**src/rtl/core/mtb_pkg.sv**
```systemverilog
// mtb_pkg: shared types and constants for the mean threshold binarizer.
// Used by every module under rtl/core; depends on nothing.
package mtb_pkg;

	localparam int unsigned MAX_PIXELS_DEF = 4096;
	localparam int unsigned QUEUE_DEPTH    = 4;

	localparam int unsigned GREY_W     = 8;
	localparam int unsigned RGB_SUM_W  = 10;
	localparam int unsigned PROD_W     = 20;
	// floor(s/3) == (s*683) >> 11 for every s up to 765
	localparam int unsigned GREY_RECIP = 683;
	localparam int unsigned GREY_SHIFT = 11;

	localparam logic [GREY_W-1:0] LEVEL_WHITE = 8'd255;
	localparam logic [GREY_W-1:0] LEVEL_BLACK = 8'd0;

	typedef enum logic {
		CMD_LOAD = 1'b0,
		CMD_EMIT = 1'b1
	} cmd_kind_t;

	typedef struct packed {
		logic              op;
		logic [GREY_W-1:0] red;
		logic [GREY_W-1:0] green;
		logic [GREY_W-1:0] blue;
		logic              last_pixel;
	} req_t;

	typedef struct packed {
		logic [GREY_W-1:0] level;
		logic              is_white;
		logic [GREY_W-1:0] region_mean;
		logic              last_out;
	} res_t;

	typedef struct packed {
		cmd_kind_t         kind;
		logic [GREY_W-1:0] grey;
		logic              last;
	} cmd_t;

	typedef struct packed {
		logic empty;
		logic full;
	} q_status_t;

	typedef enum logic [1:0] {
		BK_IDLE,
		BK_READ,
		BK_DIV
	} back_state_t;

endpackage

```
**src/rtl/core/mtb_front.sv**
```systemverilog
// mtb_front: accepts requests, classifies them and converts RGB to grey.
// Depends on mtb_pkg; pushes commands into mtb_queue.
module mtb_front (
	input  logic               clk,
	input  logic               arst_n,
	input  logic               start,
	output logic               busy,
	input  mtb_pkg::req_t      request,
	input  mtb_pkg::q_status_t qstat,
	output logic               push,
	output mtb_pkg::cmd_t      cmd
);

	logic                             valid_s1;
	mtb_pkg::cmd_kind_t               kind_s1;
	logic [mtb_pkg::RGB_SUM_W-1:0]    rgb_sum_s1;
	logic                             last_s1;
	logic                             accept;
	logic [mtb_pkg::PROD_W-1:0]       prod;

	assign busy   = valid_s1 && qstat.full;
	assign accept = start && !busy;
	assign push   = valid_s1 && !qstat.full;

	// reciprocal multiply replaces the divide by three
	assign prod = mtb_pkg::PROD_W'(rgb_sum_s1) * mtb_pkg::PROD_W'(mtb_pkg::GREY_RECIP);

	assign cmd.kind = kind_s1;
	assign cmd.grey = prod[mtb_pkg::GREY_SHIFT +: mtb_pkg::GREY_W];
	assign cmd.last = last_s1;

	always_ff @(posedge clk or negedge arst_n) begin
		if (!arst_n) begin
			valid_s1 <= 1'b0;
		end else if (accept) begin
			valid_s1 <= 1'b1;
		end else if (push) begin
			valid_s1 <= 1'b0;
		end
	end

	always_ff @(posedge clk) begin
		if (accept) begin
			kind_s1    <= request.op ? mtb_pkg::CMD_EMIT : mtb_pkg::CMD_LOAD;
			rgb_sum_s1 <= mtb_pkg::RGB_SUM_W'(request.red)
				+ mtb_pkg::RGB_SUM_W'(request.green)
				+ mtb_pkg::RGB_SUM_W'(request.blue);
			last_s1    <= request.last_pixel;
		end
	end

endmodule

```
**config.mk**
```make
export PLATFORM = sky130hd
export DESIGN_NAME = mtb_front
export DESIGN_NICKNAME = d
export VERILOG_FILES = /design/src/rtl/core/mtb_pkg.sv /design/src/rtl/core/mtb_front.sv
export SDC_FILE = /design/constraint.sdc
export NUM_CORES = 1
export LEC_CHECK = 0
export BUFFER_PORTS_ARGS = -buffer_cell sky130_fd_sc_hd__clkbuf_2
export CAP_MARGIN = 20
export CORE_MARGIN = 3
export CORE_UTILIZATION = 58
export CTS_CLUSTER_SIZE = 12
export DETAILED_ROUTE_END_ITERATION = 7
export PLACE_DENSITY = 0.83
export RECOVER_POWER = 100
export SKIP_CTS_REPAIR_TIMING = 1
export SKIP_LAST_GASP = 1
export SLEW_MARGIN = 20
export SYNTH_ARGS = -nofsm -noshare
export SYNTH_HDL_FRONTEND = slang
export SYNTH_SLANG_ARGS = --single-unit
```
**constraint.sdc**
```tcl
create_clock -name clk -period 9.2 [get_ports clk]
set_clock_uncertainty 0.15 [all_clocks]
set_input_delay 2.76 -clock clk [delete_from_list [all_inputs] [get_ports clk]]
set_output_delay 2.76 -clock clk [all_outputs]
set_load 0.05 [all_outputs]
```
# Yosys cells after proc, flatten, opt, wreduce, memory -nomap -nowiden
# Index checks and enable logic that the tools add are counted.
[word_totals]
register_bits = 13
input_bits = 31
output_inout_bits = 12
elab_cells = 16
[op_classes]
addsub = 2
multipliers = 1
muxes = 3
reduce_logical = 6
[ops]
columns = ["operator", "count"]
rows = [
  ["$mul A10 B10 Y19 const B", 1],
  ["$add A9 B8 Y10", 1],
  ["$add A8 B8 Y9", 1],
  ["$logic_and A1 B1 Y1", 3],
  ["$mux W1", 3],
  ["$logic_not A1 Y1", 2],
  ["$reduce_bool A2 Y1", 1],
]

# Logic depth before layout (Yosys ltp)
# Gate-level depths: netlist (run 1).
[depth]
word_depth = 4
mapped_depth = 17

# Worst setup path after synthesis (run 1)
# Ideal clock, no wire load.
[synth_path]
kind = "register -> output"
startpoint = "register rgb_sum_s1[7] (netlist bit)"
endpoint = "output cmd[8] (netlist bit)"
t_arrival_ns = 4.611
required_time_ns = 6.290
path_slack_ns = 1.679
stages_incl_launch_ff = 18
n_path_buf = 1
path_cell_list = "edfxtp_1 ha_1 ha_1 inv_1 fa_1 inv_1 fa_1 inv_1 fa_1 inv_1 ha_1 and4_4 a221o_1 a2111o_1 a41o_1 o31ai_4 xnor2_1 buf_4"
[synth_via]
elab_chain_cells = 1
[synth_lines]
columns = ["item", "line_no", "text"]
rows = [
  ["from (decl)", "mtb_front.sv:16", "logic [mtb_pkg::RGB_SUM_W-1:0] rgb_sum_s1;"],
  ["from (signal assigned)", "mtb_front.sv:45", "rgb_sum_s1 <= mtb_pkg::RGB_SUM_W'(request.red)"],
  ["$mul A10 B10 Y19", "mtb_front.sv:26", "assign prod = mtb_pkg::PROD_W'(rgb_sum_s1) * mtb_pkg::PROD_W'(mtb_pkg::GREY_RECIP);"],
  ["to (decl)", "mtb_front.sv:11", "output mtb_pkg::cmd_t cmd"],
]
# No other way between the ends.

==> results of run 1 <==
per-layer routing:
metal	GRT usage [%]	share of wire, %
met1	20.6	40
met2	35.5	55
met3	1.66	3.3
met4	5.94	2.1
met5	0	0
metrics by stage:
step / hold slack [ns] / std cells
5_1_grt: 0.531 / 327
4_1_cts: 0.478 / 327
2_1_floorplan: 0.830 / 242
3_3_place_gp: 0.444 / 323
6_report: 0.509 / 327
3_5_place_dp: 0.461 / 323
kinds of logic after synthesis:
logic type	share of synthesized area, %
xor+xnor	5.47
buf+inv	11.4
flops	15.1
compound gates	7.62
simple gates	5.18
fa+ha+maj	55.2
cell type report:
| type | count | area, sq um | area share (%) |
|---|---|---|---|
| multi-input cells | 161 | 1880 | 67.7 |
| flip-flops and latches | 13 | 385 | 13.9 |
| inverters | 58 | 218 | 7.83 |
| repair buffers | 41 | 186 | 6.71 |
| well taps | 50 | 62.6 | 2.25 |
| clock buffers | 4 | 45.0 | 1.62 |
critical path, stage by stage (launching register included):
cell      delay (ns)
edfxtp_1        0.48
ha_1            0.36
ha_1            0.28
inv_1           0.06
fa_1            0.54
inv_1           0.06
fa_1            0.49
inv_1           0.05
fa_1            0.50
inv_1           0.04
ha_1            0.30
and4_4          0.20
a221o_1         0.31
a2111o_1        0.39
a41o_1          0.32
a21oi_1         0.22
xnor2_1         0.13
clkbuf_1        0.48
cell usage after synthesis, types with 2 or more instances:
| cell | count |
|---|---|
| inv_1 | 58 |
| nand2_1 | 3 |
| and2_1 | 2 |
| o21ai_0 | 4 |
| nor2_1 | 8 |
| xnor2_1 | 13 |
| o21bai_1 | 2 |
| nor3_1 | 2 |
| xor2_1 | 3 |
| nor2b_1 | 4 |
| edfxtp_1 | 12 |
| buf_4 | 10 |
| nand2b_1 | 2 |
| fa_1 | 30 |
| a21o_1 | 4 |
| a21boi_0 | 3 |
| ha_1 | 65 |
| a21oi_1 | 4 |
worst max path at each step:
stage | from | to | slack, ns | cells past startpoint
detailed placement | rgb_sum_s1[5] | cmd[7] | 1.26 | 17
global placement | rgb_sum_s1[5] | cmd[8] | 1.37 | 17
CTS | rgb_sum_s1[5] | cmd[7] | 1.0 | 17
floorplan | rgb_sum_s1[7] | cmd[8] | 1.68 | 17
global route | rgb_sum_s1[5] | cmd[7] | 0.61 | 17
finish | rgb_sum_s1[5] | cmd[7] | 0.85 | 17
registers in the layout, indices dropped and copies added, names as in the netlist:
register	cells
last_s1	1
kind_s1	1
valid_s1	1
rgb_sum_s1	10
==> impl_metrics.json, run 1 <==
{
  "track_usage_pct": 18.2,
  "first_pass_iters": 4,
  "io_buffer_count": 41,
  "whs_endpoint": "valid_s1",
  "grt_pass1_vias": 1857,
  "synth_edf_count": 12,
  "synth_area_leaders": "ha_1 32%, fa_1 23%, edfxtp_1 14%",
  "globalplace.congestion": 0.874,
  "rr_worst_depth": 2,
  "drc_errors": 0,
  "num_antenna_cells": 0,
  "drt-initial-drc-count": 23,
  "arrival_ns": 5.44,
  "synth_top_area_share_pct": 31.8,
  "grt_start_max_net_pins": 13,
  "htreeDepth": 1,
  "rows": 23,
  "ios": 43,
  "grt_pass1_wl_microns": 7530,
  "dieArea_sq_mm": 0.00525,
  "synth_area_per_cell_sq_um": 10.6,
  "timing.rr.end": "rgb_sum_s1[8]",
  "async_flop_share_pct": 7.69,
  "fin_crit_sh_pct": 90.8,
  "hold_depth": 2,
  "critical_path_class": "register to output pin",
  "globalRouteOverflowTotal": 0,
  "placed_area_sq_mm": 0.00275,
  "cts_made_buffers": 3,
  "cts-root-buf": "clkbuf_8",
  "syn_inst": 242,
  "syn_to_final_growth_pct": 8.55,
  "die_h_microns": 72.4,
  "die_w_microns": 72.4,
  "place_hpwl_microns": 4090,
  "synthFlopType": "edfxtp_1",
  "vias": 1729,
  "clk_pin_slew_ns": 0.05,
  "cp-end-kind": "output pin",
  "pre_cts_ws_ns": 1.26,
  "period_needed_ns": 8.35,
  "synthesis.area_sq_mm": 0.00256,
  "setup_violations": 0,
  "wl_per_cell_microns": 13.3,
  "drive_gt1_share_pct": 11.6,
  "synth_fp_nets": 368,
  "fin_setup_tns_ns": 0,
  "r2r-start": "valid_s1",
  "clock_latency_ns": 0.24,
  "cts_tree": "done",
  "clock.fmax_mhz": 120,
  "drv_slew": 0,
  "via_per_inst": 5.29,
  "most-common-layout-cells": "65 x ha_1, 58 x inv_1, 30 x fa_1, 26 x clkbuf_2, 16 x clkbuf_1",
  "initial_utilization_pct": 62.2,
  "rsz0062_at_grt": "false",
  "ys_warn_count": 0,
  "cap_violations": 0,
  "clock-sinks": 13,
  "final_common_cell": "ha_1",
  "hold_viol_final": 0,
  "tightestPinTransition_ns": 0.987,
  "maxSlewHeadroom_pct": 34.1,
  "yosysSeqAreaShare_pct": 15.1,
  "cts_buffer_depth": 2,
  "setup_ws_ns": 0.851,
  "synth-seq-cells": 13,
  "ys_types": 31,
  "ant_nets": 0,
  "antenna_found_initial": 0,
  "final_core_util_pct": 67.5,
  "wl_microns": 4340,
  "synth_area_leader_cell": "ha_1",
  "holdCritPathClass": "register to register",
  "r2r_slack_ns": 7.37,
  "n_fill_cell": 321,
  "cp.required_ns": 6.29,
  "outcome": "completed",
  "fin_nets": 404,
  "design_area_sq_mm": 0.00278,
  "crit_fanout": 4,
  "critPathLaunchType": "register",
  "hp-start": "valid_s1",
  "core_sq_mm": 0.00412
}
Power of run 1 is not shown: default switching activity piles up to over one toggle a cycle in this logic, so the estimate is an artifact.
==> run 2: changes to the inputs <==
--- a/config.mk
+++ b/config.mk
@@ -7,11 +7,13 @@
 export LEC_CHECK = 0
 export BUFFER_PORTS_ARGS = -buffer_cell sky130_fd_sc_hd__clkbuf_2
 export CAP_MARGIN = 20
+export CELL_PAD_IN_SITES_DETAIL_PLACEMENT = 1
+export CELL_PAD_IN_SITES_GLOBAL_PLACEMENT = 1
 export CORE_MARGIN = 3
-export CORE_UTILIZATION = 58
+export CORE_UTILIZATION = 45
 export CTS_CLUSTER_SIZE = 12
 export DETAILED_ROUTE_END_ITERATION = 7
-export PLACE_DENSITY = 0.83
+export PLACE_DENSITY = 0.82
 export RECOVER_POWER = 100
 export SKIP_CTS_REPAIR_TIMING = 1
 export SKIP_LAST_GASP = 1
==> impl_metrics.json, run 2 (same netlist as run 1, synthesis figures left out) <==
{
  "drt-initial-drc-count": 24,
  "drive_gt1_share_pct": 11.9,
  "grt_pass1_vias": 1972,
  "cp-end-kind": "output pin",
  "critPathLaunchType": "register",
  "maxSlewHeadroom_pct": 25.7,
  "fin_crit_sh_pct": 91.3,
  "place_hpwl_microns": 4940,
  "tightestPinTransition_ns": 1.11,
  "crit_fanout": 4,
  "hp-start": "valid_s1",
  "hold_viol_final": 0,
  "clk_pin_slew_ns": 0.06,
  "wl_microns": 5220,
  "ant_nets": 0,
  "cp.required_ns": 6.29,
  "clock.fmax_mhz": 119,
  "track_usage_pct": 17.4,
  "clock_latency_ns": 0.24,
  "largest_reg_flops": 10,
  "hold_depth": 2,
  "most-common-layout-cells": "65 x ha_1, 58 x inv_1, 30 x fa_1, 27 x clkbuf_2, 15 x clkbuf_1",
  "period_needed_ns": 8.40,
  "clock-sinks": 13,
  "r2r_slack_ns": 7.26,
  "fin_cells": 347,
  "r2r-start": "valid_s1",
  "globalRouteOverflowTotal": 0,
  "drc_errors": 0,
  "core_sq_mm": 0.00530,
  "first_pass_iters": 4,
  "syn_to_final_growth_pct": 9.58,
  "placed_area_sq_mm": 0.00278,
  "wl_per_cell_microns": 15.0,
  "critical_path.startpoint": "rgb_sum_s1[5]",
  "htreeDepth": 1,
  "whs_endpoint": "valid_s1",
  "critical_path_class": "register to output pin",
  "cts_buffer_depth": 2,
  "grt_start_max_net_pins": 13,
  "outcome": "completed",
  "rows": 26,
  "cts_made_buffers": 3,
  "vias": 1733,
  "final_common_cell": "ha_1",
  "placed_cells": 343,
  "initial_utilization_pct": 48.3,
  "grt_pass1_wl_microns": 8710,
  "drv_slew": 0,
  "fin_nets": 404,
  "io_buffer_count": 41,
  "timing.rr.end": "rgb_sum_s1[4]",
  "rsz0062_at_grt": "false",
  "design_area_sq_mm": 0.00281,
  "globalplace.congestion": 0.787,
  "cap_violations": 0,
  "antenna_found_initial": 0,
  "die_h_microns": 81.4,
  "num_antenna_cells": 0,
  "ios": 43,
  "via_per_inst": 4.99,
  "cts_tree": "done",
  "fin_setup_tns_ns": 0,
  "cts-root-buf": "clkbuf_8",
  "holdCritPathClass": "register to register",
  "arrival_ns": 5.49,
  "dieArea_sq_mm": 0.00663,
  "top_register": "rgb_sum_s1",
  "die_w_microns": 81.4,
  "final_core_util_pct": 52.9,
  "rr_worst_depth": 2,
  "setup_violations": 0
}
[run 2: per-stage QoR]
step	setup WS (ns)	hold WS, ns
floorplan	1.68	0.830
global placement	1.34	0.445
detailed placement	1.22	0.479
CTS	0.948	0.491
global route	0.594	0.577
finish	0.800	0.532
[run 2: cell type report]
cell class | instances | area (sq um)
Clock buffer | 4 | 45.0
Fill cell | 627 | 2500
Inverter | 58 | 218
Multi-Input combinational cell | 161 | 1880
Sequential cell | 13 | 385
Tap cell | 70 | 87.6
Timing Repair Buffer | 41 | 188
[run 2: per-layer routing]
layer / track usage, % / up-vias / routed length, microns / share of wire (%)
li1: - / 855 / - / -
met1: 20.7 / 838 / 2170 / 42
met2: 31.9 / 30 / 2820 / 54
met3: 1.97 / 10 / 107 / 2.1
met4: 6.25 / 0 / 116 / 2.2
met5: 0 / - / 0 / 0
[run 2: worst max-delay path, stage by stage, from the launching register on]
cell	delay, ns
edfxtp_1	0.48
ha_1	0.36
ha_1	0.29
inv_1	0.06
fa_1	0.53
inv_1	0.05
fa_1	0.50
inv_1	0.06
fa_1	0.50
inv_1	0.05
ha_1	0.31
and4_4	0.20
a221o_1	0.31
a2111o_1	0.39
a41o_1	0.33
o31ai_4	0.20
xnor2_1	0.13
clkbuf_1	0.49
[run 2: worst max path at each step]
stage	endpoint	slack, ns
3_3_place_gp	cmd[8]	1.34
5_1_grt	cmd[8]	0.59
4_1_cts	cmd[8]	0.95
3_5_place_dp	cmd[8]	1.22
2_1_floorplan	cmd[8]	1.68
6_report	cmd[8]	0.80
Power of run 2 is left out for the same reason.
