===== config.mk =====
export PLATFORM = sky130hd
export DESIGN_NAME = mtb_queue
export DESIGN_NICKNAME = d
export VERILOG_FILES = /design/src/rtl/core/mtb_pkg.sv /design/src/rtl/core/mtb_queue.sv
export SDC_FILE = /design/constraint.sdc
export NUM_CORES = 1
export LEC_CHECK = 0
export ABC_AREA = 1
export BUFFER_PORTS_ARGS = -buffer_cell sky130_fd_sc_hd__buf_4
export CORE_MARGIN = 3
export CORE_UTILIZATION = 51
export CTS_CLUSTER_SIZE = 30
export DETAILED_ROUTE_END_ITERATION = 12
export PLACE_DENSITY = 0.74
export RECOVER_POWER = 50
export SKIP_CTS_REPAIR_TIMING = 1
export SLEW_MARGIN = 20
export SYNTH_ARGS = -nofsm -noshare
export SYNTH_HDL_FRONTEND = slang
export SYNTH_SLANG_ARGS = --single-unit

===== constraint.sdc =====
create_clock -name clk -period 1.7 [get_ports clk]
set_input_delay 0.51 -clock clk [delete_from_list [all_inputs] [get_ports clk]]
set_output_delay 0.51 -clock clk [all_outputs]
set_load 0.02 [all_outputs]

===== src/rtl/core/mtb_pkg.sv =====
// mtb_pkg: shared types and constants for the mean threshold binarizer.
// Used by every module under rtl/core; depends on nothing.
package mtb_pkg;

	localparam int unsigned MAX_PIXELS_DEF = 4096;
	localparam int unsigned QUEUE_DEPTH    = 4;

	localparam int unsigned GREY_W     = 8;
	localparam int unsigned RGB_SUM_W  = 10;
	localparam int unsigned PROD_W     = 20;
	// floor(s/3) == (s*683) >> 11 for every s up to 765
	localparam int unsigned GREY_RECIP = 683;
	localparam int unsigned GREY_SHIFT = 11;

	localparam logic [GREY_W-1:0] LEVEL_WHITE = 8'd255;
	localparam logic [GREY_W-1:0] LEVEL_BLACK = 8'd0;

	typedef enum logic {
		CMD_LOAD = 1'b0,
		CMD_EMIT = 1'b1
	} cmd_kind_t;

	typedef struct packed {
		logic              op;
		logic [GREY_W-1:0] red;
		logic [GREY_W-1:0] green;
		logic [GREY_W-1:0] blue;
		logic              last_pixel;
	} req_t;

	typedef struct packed {
		logic [GREY_W-1:0] level;
		logic              is_white;
		logic [GREY_W-1:0] region_mean;
		logic              last_out;
	} res_t;

	typedef struct packed {
		cmd_kind_t         kind;
		logic [GREY_W-1:0] grey;
		logic              last;
	} cmd_t;

	typedef struct packed {
		logic empty;
		logic full;
	} q_status_t;

	typedef enum logic [1:0] {
		BK_IDLE,
		BK_READ,
		BK_DIV
	} back_state_t;

endpackage


===== src/rtl/core/mtb_queue.sv =====
// mtb_queue: short command FIFO between the front and back parts.
// Depends on mtb_pkg.
module mtb_queue #(
	parameter int unsigned DEPTH = mtb_pkg::QUEUE_DEPTH
) (
	input  logic               clk,
	input  logic               arst_n,
	input  logic               push,
	input  mtb_pkg::cmd_t      wdata,
	input  logic               pop,
	output mtb_pkg::cmd_t      head,
	output mtb_pkg::q_status_t qstat
);

	localparam int unsigned PW = (DEPTH > 1) ? $clog2(DEPTH) : 1;
	localparam int unsigned NW = $clog2(DEPTH + 1);
	localparam logic [PW-1:0] LAST_PTR = PW'(DEPTH - 1);

	mtb_pkg::cmd_t   slots_q [DEPTH];
	logic [PW-1:0]   wptr_q;
	logic [PW-1:0]   rptr_q;
	logic [NW-1:0]   count_q;
	logic            do_push;
	logic            do_pop;

	assign qstat.empty = (count_q == '0);
	assign qstat.full  = (count_q == NW'(DEPTH));
	assign do_push     = push && !qstat.full;
	assign do_pop      = pop && !qstat.empty;
	assign head        = slots_q[rptr_q];

	always_ff @(posedge clk or negedge arst_n) begin
		if (!arst_n) begin
			wptr_q  <= '0;
			rptr_q  <= '0;
			count_q <= '0;
		end else begin
			if (do_push) begin
				wptr_q <= (wptr_q == LAST_PTR) ? '0 : wptr_q + PW'(1);
			end
			if (do_pop) begin
				rptr_q <= (rptr_q == LAST_PTR) ? '0 : rptr_q + PW'(1);
			end
			if (do_push && !do_pop) begin
				count_q <= count_q + NW'(1);
			end else if (do_pop && !do_push) begin
				count_q <= count_q - NW'(1);
			end
		end
	end

	always_ff @(posedge clk) begin
		if (do_push) begin
			slots_q[wptr_q] <= wdata;
		end
	end

endmodule


# After elaboration in Yosys (flattened, before gate mapping)
# Memories as Yosys holds them, arrays and structs flattened.
# Cells that the tools add are included.
# W data, S select, Z words.
dict set report totals {
  regBits 7
  n_memories 1
  out_inout_bits 12
  ramBits 40
  rom_bits 0
  elab_cells 27
  latchBits 0
}
dict set report classes {
  reduce_logical 10
  n_shift 0
  n_eq_ne 3
  div_mod_pow 0
  mul 0
  magnitude_cmp 0
  n_bitwise 0
  n_addsub 4
  mux 6
}
# name words word_bits rd rd_ports_with_merged_regs write_ports line
set mem_list {}
lappend mem_list {slots_q 4 10 1 0 1 mtb_queue.sv:19} ;# mtb_pkg::cmd_t slots_q [DEPTH];
# operator count
set ops {}
lappend ops {{$mux W3} 2}
lappend ops {{$add A2 B1 Y2 const B} 2}
lappend ops {{$eq A2 B2 Y1 const B} 2}
lappend ops {{$logic_and A1 B1 Y1} 4}
lappend ops {{$logic_not A1 Y1} 4}
lappend ops {{$mux W2} 2}
lappend ops {{$add A3 B1 Y3 const B} 1}
lappend ops {{$eq A3 B3 Y1 const B} 1}
lappend ops {{$logic_not A3 Y1} 1}
lappend ops {{$sub A3 B1 Y3 const B} 1}
lappend ops {{$mux W1} 2}
lappend ops {{$reduce_bool A2 Y1} 1}

# Longest topological paths before layout
# Gate-level depths: netlist of the first run.
dict set report logic_depth {
  word_depth 7
  depth_mapped 12
}

# Worst setup path after synthesis of the first run
# OpenSTA, ideal clock, no wires.
dict set report synth_timing {
  path_type {flip-flop to flip-flop}
  from {register count_q[0]}
  to {register count_q[1]}
  path_slack_ns 0.007
  period_less_slack_ns 1.693
  arrival_time_ns 1.567
  path_stages_with_launch 10
  path_buffers 0
  path_cell_list {dfrtp_1 -> inv_2 -> nand3_1 -> nand2_2 -> inv_1 -> ha_1 -> inv_1 -> fa_1 -> nand2_1 -> o21ai_0}
}
dict set report synth_via {
  elab_chain_len 6
  word_cells_on_any_way 15
}
# element line
set synth_lines {}
lappend synth_lines {{start, declared} mtb_queue.sv:22} ;# logic [NW-1:0] count_q;
lappend synth_lines {{start signal, assigned} mtb_queue.sv:45} ;# count_q <= count_q + NW'(1);
lappend synth_lines {{start signal, assigned} mtb_queue.sv:47} ;# count_q <= count_q - NW'(1);
lappend synth_lines {{$eq A3 B3 Y1 (*)} mtb_queue.sv:27} ;# assign qstat.full = (count_q == NW'(DEPTH));
lappend synth_lines {{$logic_not A1 Y1 (*)} mtb_queue.sv:28} ;# assign do_push = push && !qstat.full;
lappend synth_lines {{$logic_and A1 B1 Y1 (*)} mtb_queue.sv:28}
lappend synth_lines {{via do_push} mtb_queue.sv:23} ;# logic do_push;
lappend synth_lines {{$logic_not A1 Y1} mtb_queue.sv:46} ;# end else if (do_pop && !do_push) begin
lappend synth_lines {{$logic_and A1 B1 Y1} mtb_queue.sv:46}
lappend synth_lines {{$reduce_bool A2 Y1 (no line)} -}
# The timed path passes the listed nets; every way through them passes the cells marked *. The select of a mux whose other input is x is not followed.
# A chain may end at the register's enable or synchronous reset.

==> results of run 1 <==
-- path summary, 6_finish.rpt --
check | end | start | slack [ps]
setup / recovery | head[5] | rptr_q[0] | -170
hold / removal | count_q[2] | arst_n | 110
setup reg to reg | count_q[2] | count_q[2] | 50
hold reg to reg | wptr_q[1] | wptr_q[1] | 560
max in group asynchronous | count_q[0] | arst_n | 1300
min in group clk | slots_q[0][7] | wdata[7] | 460
-- flip-flops by register name, summed over array words and instances (netlist names) --
signal   cells
count_q      3
slots_q     40
rptr_q       2
wptr_q       2
-- metal layers --
| metal | vias to the layer above | routed length (um) | global-route usage, % |
|---|---|---|---|
| met2 | 28 | 1973 | 28.86 |
| met1 | 630 | 1423 | 18.28 |
| li1 | 672 | - | - |
| met4 | 0 | 42 | 7.660 |
| met3 | 4 | 156 | 3.453 |
| met5 | - | 0 | 0 |
-- synth_stat cells, types with 3 or more instances --
master and count:
o211ai_1 17, dfrtp_1 7, ha_1 6, edfxtp_1 40
nor2_1 6, nand2_1 44, buf_6 4, o211ai_2 3
inv_1 35, nand3_1 7
-- final cells by class --
| type | count | area [um2] |
|---|---|---|
| Clock buffer | 6 | 72.57 |
| Inverter | 36 | 135.1 |
| Fill cell | 290 | 1262 |
| Clock inverter | 2 | 12.51 |
| Sequential cell | 47 | 1376 |
| Multi-Input combinational cell | 88 | 551.8 |
| Timing Repair Buffer | 43 | 327.8 |
| Tap cell | 48 | 60.06 |
-- cells by family (layout without fill, tap and decap cells) --
group	count (synthesis)	in the layout	share of synthesized area (%)
buf+inv	42	87	9.598
fa+ha+maj	7	7	4.559
xor+xnor	1	1	0.4200
compound gates	21	21	8.158
flops	47	47	65.99
simple gates	59	59	11.28
-- worst max-delay path: cells and delay by family (launching register included) --
family	cells	cell delay [ps]
buffers and inverters	2	340
AND/OR/NAND/NOR	1	90
flip-flops	1	400
AO/OA/AOI/OAI	1	220
-- where the power goes --
part	leakage, nW	total, W	internal, W	switching (W)
Combinational	0.594	0.00219	0.000965	0.00123
Clock	0.0428	0.000633	0.000288	0.000345
Sequential	0.451	0.00166	0.00154	0.000117
-- stage by stage --
step           std cells  hold slack [ps]  setup TNS, ps  setup WS [ps]  total power (W)
4_1_cts              267            4.884          -1405         -178.5         0.004291
2_1_floorplan        177            214.4              0          6.863         0.002954
5_1_grt              270            130.3          -2080         -254.6         0.004838
6_report             270            107.9          -1110         -169.2         0.004482
3_5_place_dp         259            328.4         -105.9         -69.26         0.003658
3_3_place_gp         259            324.6              0          23.45         0.003561
==> impl_metrics.json, run 1 <==
{
  "status": "finished with violations",
  "violations": "negative setup slack",
  "syn2layout_area_growth_pct": 21.60,
  "pwr_density_cell_mw_per_mm2": 1767,
  "synth_flop_cell": "edfxtp_1",
  "rows": 22,
  "path_clk_slew_ps": 80,
  "io_buffers": 25,
  "final_util_pct": 66.77,
  "path_class": "reg -> out",
  "ys_seq_elements": 47,
  "cts_sinks": 47,
  "setup_viol": 10,
  "coreArea_mm2": 0.003799,
  "worstMarginPinSlew_ps": 415.8,
  "dieWidth_um": 69.95,
  "dp.final_hpwl_um": 2449,
  "crit_path_end_kind": "output port",
  "fin_ws_ps": -169.2,
  "mostFrequentLayoutCell": "nand2_1",
  "grt_pass1_vias": 1370,
  "holdCritPathClass": "in -> async",
  "rsz0062_at_grt": "yes",
  "synth.distinct_cells": 18,
  "clk_path_buf_depth": 2,
  "synth-edff-count": 40,
  "slowest_delay_ps": 400,
  "start_util_pct": 54.91,
  "ios": 26,
  "grt_antenna_before_repair": 0,
  "ctsRootBufferMaster": "clkbuf_8",
  "gp_congestion": 0.8518,
  "hold_viol": 0,
  "wire_per_inst_um": 13.32,
  "mostFrequentLayoutCells": "42 x nand2_1, 40 x edfxtp_1, 29 x inv_1",
  "arrival_ps": 1360,
  "cts_tree": "built",
  "synthesis.nets": 198,
  "fin_nets": 242,
  "viasPerCell": 4.941,
  "die_y_um": 69.95,
  "cp_cell_sequence": "buf_12 -> o211ai_1 -> nand2_1 -> buf_4",
  "p_leak_nw": 1.089,
  "grt_max_degree": 42,
  "required_ps": 1190,
  "relSlewSlack_pct": 72.28,
  "yosysSeqAreaShare_pct": 65.99,
  "synth_area_leaders": "edfxtp_1 58%, dfrtp_1 8.4%, nand2_1 7.9%",
  "postLayoutCellArea_mm2": 0.002536,
  "grt_pass1_wl_um": 6134,
  "crit_fanout": 41,
  "crit_path_start_kind": "register",
  "grtUsageTotal_pct": 16.17,
  "period_needed_ps": 1869,
  "ir_drop_mv": 0.8205,
  "die_area_mm2": 0.004893,
  "async_flop_share_pct": 14.89,
  "drc_errors": 0,
  "h-tree-depth": 2,
  "num_antenna_cells": 0,
  "synth_top_area_share_pct": 57.59,
  "grt_overflow_total": 0,
  "fin_crit_sh_pct": 110.0,
  "ant_nets": 0,
  "yosys_warnings": 0,
  "max_freq_ghz": 0.5350,
  "crit_slowest_cell": "dfrtp_1",
  "final_max_slew_viol_count": 0,
  "dr.pass1.iters": 4,
  "skew_ps": 7.765,
  "synth.cell_area_mm2": 0.002086,
  "cts_made_buffers": 5,
  "syn_avg_cell_area_um2": 11.78,
  "routed-via-count": 1334,
  "placed_area_mm2": 0.002394,
  "wirelength_um": 3596,
  "synth_top_cell_by_area": "edfxtp_1",
  "drive_gt1_share_pct": 25.23,
  "r2r_cells": 10,
  "postSynthCellCount": 177,
  "drtIter0Drc": 54,
  "clkLatencyLatePin_ps": 300,
  "drv_cap": 0
}
Power figures use the tool's default switching activity.
==> run 2, diff against run 1 <==
--- a/config.mk
+++ b/config.mk
@@ -12,4 +12,5 @@
 export CTS_CLUSTER_SIZE = 30
 export DETAILED_ROUTE_END_ITERATION = 12
+export MAX_ROUTING_LAYER = met4
 export PLACE_DENSITY = 0.74
 export RECOVER_POWER = 50
==> constraint.sdc (replaced) <==
create_clock -name clk -period 1.7 [get_ports clk]
set_input_delay 0 -clock clk [delete_from_list [all_inputs] [get_ports clk]]
set_output_delay 0 -clock clk [all_outputs]
set_load 0.02 [all_outputs]
==> impl_metrics.json, run 2 (synthesis results as in run 1) <==
{
  "crit_path_end_kind": "register",
  "placed_area_mm2": 0.002381,
  "ios": 26,
  "clkLatencyLatePin_ps": 300,
  "arrival_ps": 1860,
  "grt_antenna_before_repair": 0,
  "die_area_mm2": 0.004893,
  "ant_nets": 0,
  "grtUsageTotal_pct": 17.21,
  "largestRegisters": "slots_q x40, count_q x3",
  "cts_made_buffers": 5,
  "postLayoutCellArea_mm2": 0.002646,
  "drive_gt1_share_pct": 23.73,
  "gp_congestion": 0.7813,
  "wirelength_um": 4017,
  "max_freq_ghz": 0.6002,
  "wire_per_inst_um": 14.14,
  "ctsRootBufferMaster": "clkbuf_8",
  "drv_cap": 0,
  "mostFrequentLayoutCell": "nand2_1",
  "final_max_slew_viol_count": 0,
  "drtIter0Drc": 102,
  "path_clk_slew_ps": 90,
  "die_y_um": 69.95,
  "grt_pass1_vias": 1346,
  "mostFrequentLayoutCells": "42 x nand2_1, 40 x edfxtp_1, 33 x buf_4",
  "ir_drop_mv": 0.9545,
  "fin_crit_sh_pct": 98.00,
  "cts_sinks": 47,
  "period_needed_ps": 1666,
  "start_util_pct": 54.91,
  "syn2layout_area_growth_pct": 26.87,
  "holdCritPathClass": "in -> async",
  "crit_path_start_kind": "register",
  "dieWidth_um": 69.95,
  "fillCellCount": 278,
  "rsz0062_at_grt": "yes",
  "setup_viol": 0,
  "dr.pass1.iters": 5,
  "crit_fanout": 3,
  "routed-via-count": 1416,
  "top_register": "slots_q",
  "grt_max_degree": 27,
  "p_leak_nw": 1.152,
  "rows": 22,
  "cts_tree": "built",
  "dp.cells": 259,
  "required_ps": 1890,
  "final_util_pct": 69.66,
  "grt_pass1_wl_um": 6279,
  "dp.final_hpwl_um": 2789,
  "pwr_density_cell_mw_per_mm2": 1731,
  "total_power_w": 0.004581,
  "status": "completed",
  "worstMarginPinSlew_ps": 463.0,
  "grt_overflow_total": 0,
  "r2r_setup_slack_ps": 30,
  "largest_reg_flops": 40,
  "path_class": "reg -> reg",
  "num_antenna_cells": 0,
  "final_cell_count_no_fill": 284,
  "io_buffers": 25,
  "fin_nets": 256,
  "h-tree-depth": 2,
  "hold_viol": 0,
  "viasPerCell": 4.986,
  "coreArea_mm2": 0.003799,
  "relSlewSlack_pct": 69.14,
  "clk_path_buf_depth": 2,
  "skew_ps": 8.239,
  "drc_errors": 0
}
-- run 2: changes by cell type in the layout (fill, tap and decap cells not counted), sizes merged --
cell / before / now
buf: 32 / 33
bufinv: 0 / 1
clkbuf: 17 / 16
clkinv: 2 / 1
dlygate4sd3: 0 / 13
inv: 36 / 37
-- run 2: through the flow --
| stage | setup WS, ps | hold WS [ps] | setup TNS [ps] |
|---|---|---|---|
| after floorplan | 6.863 | -295.6 | 0 |
| after global placement | 96.26 | -183.9 | 0 |
| after detailed placement | -51.98 | -174.6 | -102.7 |
| after CTS | -68.06 | -502.2 | -128.9 |
| after global routing | -39.86 | 193.9 | -39.86 |
| final | 34.00 | 150.3 | 0 |
-- run 2: final timing paths --
check                           start       endpoint  cells past startpoint
max                        count_q[2]     count_q[2]                     10
min in group clk             wdata[7]  slots_q[1][7]                      2
max in group asynchronous      arst_n      rptr_q[1]                      2
min reg2reg                 wptr_q[1]      wptr_q[1]                      2
max reg2reg                count_q[2]     count_q[2]                     10
min                            arst_n      wptr_q[0]                      2
-- run 2: worst max-delay path, stage by stage, from the launching register on --
cell and delay [ps]:
dfrtp_1 420, inv_2 80, nand3_2 90, nand2_2 100, ha_4 150, inv_2 50, fa_2 330, inv_1 90
nand2_2 70, nand4_1 120, nand2_1 70
-- run 2: final cells by class --
class | count | area [um2] | share of cell area (%)
sequential | 47 | 1376 | 52.01
multi-input combinational | 88 | 539.3 | 20.38
timing repair buffer | 57 | 419.2 | 15.84
inverter | 36 | 135.1 | 5.106
clock buffer | 5 | 68.82 | 2.600
tap | 48 | 60.06 | 2.270
clock inverter | 3 | 47.55 | 1.797
-- run 2: per-layer routing --
layer	wire [um]	share of wire (%)	global-route usage [%]	up-vias
li1	-	-	-	702
met3	129	3.2	2.302	14
met2	2141	53	30.33	37
met4	175	4.4	9.787	0
met1	1570	39	18.51	663
met5	0	0	-	-
-- run 2: power by group --
part	total, W	internal [W]	switching [W]
Clock	0.000815	0.000445	0.000370
Sequential	0.00165	0.00154	0.000114
Combinational	0.00211	0.000868	0.00124
Total	0.00458	0.00285	0.00173
==> run 3, diff against run 2 <==
Settings changed: CORE_UTILIZATION 51 to 54, CTS_BUF_LIST set to sky130_fd_sc_hd__clkbuf_4, PLACE_DENSITY 0.74 to 0.78.
==> impl_metrics.json, run 3 (synthesis results as in run 1) <==
{
  "dieWidth_um": 68.15,
  "p_clk_share_pct": 14.7,
  "seq_power_share_pct": 38.6,
  "required_ps": 1990,
  "rows": 21,
  "ctsRootBufferMaster": "clkbuf_4",
  "largest_reg_flops": 40,
  "p_sw_w": 0.001702,
  "fin_crit_sh_pct": 99.20,
  "num_antenna_cells": 0,
  "max_freq_ghz": 0.5930,
  "path_class": "reg -> reg",
  "dr.pass1.iters": 4,
  "viasPerCell": 5.072,
  "crit_path_end_kind": "register",
  "arrival_ps": 1980,
  "coreArea_mm2": 0.003521,
  "grt_use_met3_pct": 4.762,
  "cts_sinks": 47,
  "grt_max_degree": 27,
  "switching_share_pct": 38.83,
  "drv_cap": 0,
  "holdCritPathClass": "in -> reg",
  "fin_nets": 253,
  "rsz0062_at_grt": "yes",
  "worstMarginPinSlew_ps": 365.8,
  "final_max_slew_viol_count": 0,
  "mostFrequentLayoutCell": "nand2_1",
  "use_met2_pct": 33.94,
  "grt_pass1_wl_um": 6389,
  "relSlewSlack_pct": 75.53,
  "drc_errors": 0,
  "syn2layout_area_growth_pct": 24.42,
  "grt_pass1_vias": 1419,
  "clk_path_buf_depth": 2,
  "drive_gt1_share_pct": 23.71,
  "die_area_mm2": 0.004644,
  "hold_viol": 0,
  "routed-via-count": 1410,
  "pwr_density_cell_mw_per_mm2": 1689,
  "cts_tree": "built",
  "cts_made_buffers": 5,
  "mostFrequentLayoutCells": "41 x nand2_1, 40 x edfxtp_1, 29 x inv_1, 29 x buf_4, 17 x o211ai_1",
  "grt_antenna_before_repair": 0,
  "ir_drop_mv": 1.173,
  "grt_overflow_total": 0,
  "crit_path_start_kind": "register",
  "h-tree-depth": 2,
  "top_register": "slots_q",
  "skew_ps": 10.36,
  "status": "completed",
  "largestRegisters": "slots_q x40, count_q x3",
  "wirelength_um": 4081,
  "grtUsageTotal_pct": 19.76,
  "ant_nets": 0,
  "busiest_layer": "met2",
  "dp.final_hpwl_um": 2604,
  "io_buffers": 25,
  "intPower_w": 0.002681,
  "crit_fanout": 3,
  "gp_congestion": 0.7634,
  "wire_per_inst_um": 14.68,
  "p_comb_share_pct": 46.7,
  "start_util_pct": 59.24,
  "drtIter0Drc": 97,
  "ios": 26,
  "clkLatencyLatePin_ps": 360,
  "setup_tns_ps": 0,
  "setup_viol": 0,
  "grt_util_met1_pct": 22.44,
  "p_leak_nw": 1.112,
  "path_clk_slew_ps": 130,
  "period_needed_ps": 1686,
  "total_power_w": 0.004382,
  "die_y_um": 68.15
}
-- run 3: cell types whose count changed in the layout (fill, tap and decap cells not counted) --
cell,delta
inv_1,-2
clkbuf_1,-1
clkinvlp_4,+2
nand2_2,+1
clkbuf_8,-5
dlygate4sd3_1,+1
buf_4,-4
inv_6,-1
clkinv_4,-1
inv_4,+1
nand2_1,-1
clkbuf_4,+6
-- run 3: layout make-up --
cell class | instances | area [um2]
Timing Repair Buffer | 54 | 402.9
Multi-Input combinational cell | 88 | 541.8
Tap cell | 46 | 57.56
Fill cell | 235 | 925.9
Clock inverter | 2 | 37.54
Inverter | 36 | 141.4
Clock buffer | 5 | 37.54
Sequential cell | 47 | 1376
-- run 3: power groups by stage --
stage | sequential [W] | clock [W] | combinational, W
6_report | 0.00169 | 0.000646 | 0.00205
5_1_grt | 0.00171 | 0.000696 | 0.00226
4_1_cts | 0.00167 | 0.000658 | 0.00191
3_5_place_dp | 0.00170 | 0 | 0.00189
3_3_place_gp | 0.00168 | 0 | 0.00181
2_1_floorplan | 0.00167 | 0 | 0.00129
-- run 3: worst paths after layout --
check | from | end | slack (ps) | depth (start not counted)
max | count_q[2] | count_q[1] | 10 | 8
min | wdata[7] | slots_q[2][7] | 410 | 2
max reg2reg | count_q[2] | count_q[1] | 10 | 8
min reg2reg | wptr_q[1] | wptr_q[1] | 550 | 2
max in group asynchronous | arst_n | wptr_q[0] | 820 | 3
min in group asynchronous | arst_n | count_q[2] | 610 | 3
-- run 3: metrics by stage --
step	instances	hold slack, ps	util (%)	cell area [um2]	setup WS (ps)
floorplan	177	-295.6	-	2086	6.863
global placement	253	-184.2	66.70	2349	87.87
detailed placement	253	-180.5	66.70	2349	-66.37
CTS	260	-582.9	68.83	2424	-83.93
global route	278	443.8	73.70	2595	-80.64
finish	278	408.9	73.70	2595	13.56
-- run 3: per-layer routing --
metal,vias up,part of all wire (%)
met2,38,55
met1,666,39
li1,695,-
met4,0,2.2
met3,11,3.7
met5,-,0
-- run 3: critical path, cell delays in order (launching register included) --
cell and delay, ps:
dfrtp_1 440, inv_2 90, nand3_2 90, nand2_2 110, ha_4 160, inv_4 40
fa_2 550, nand2_1 40, o21ai_1 80
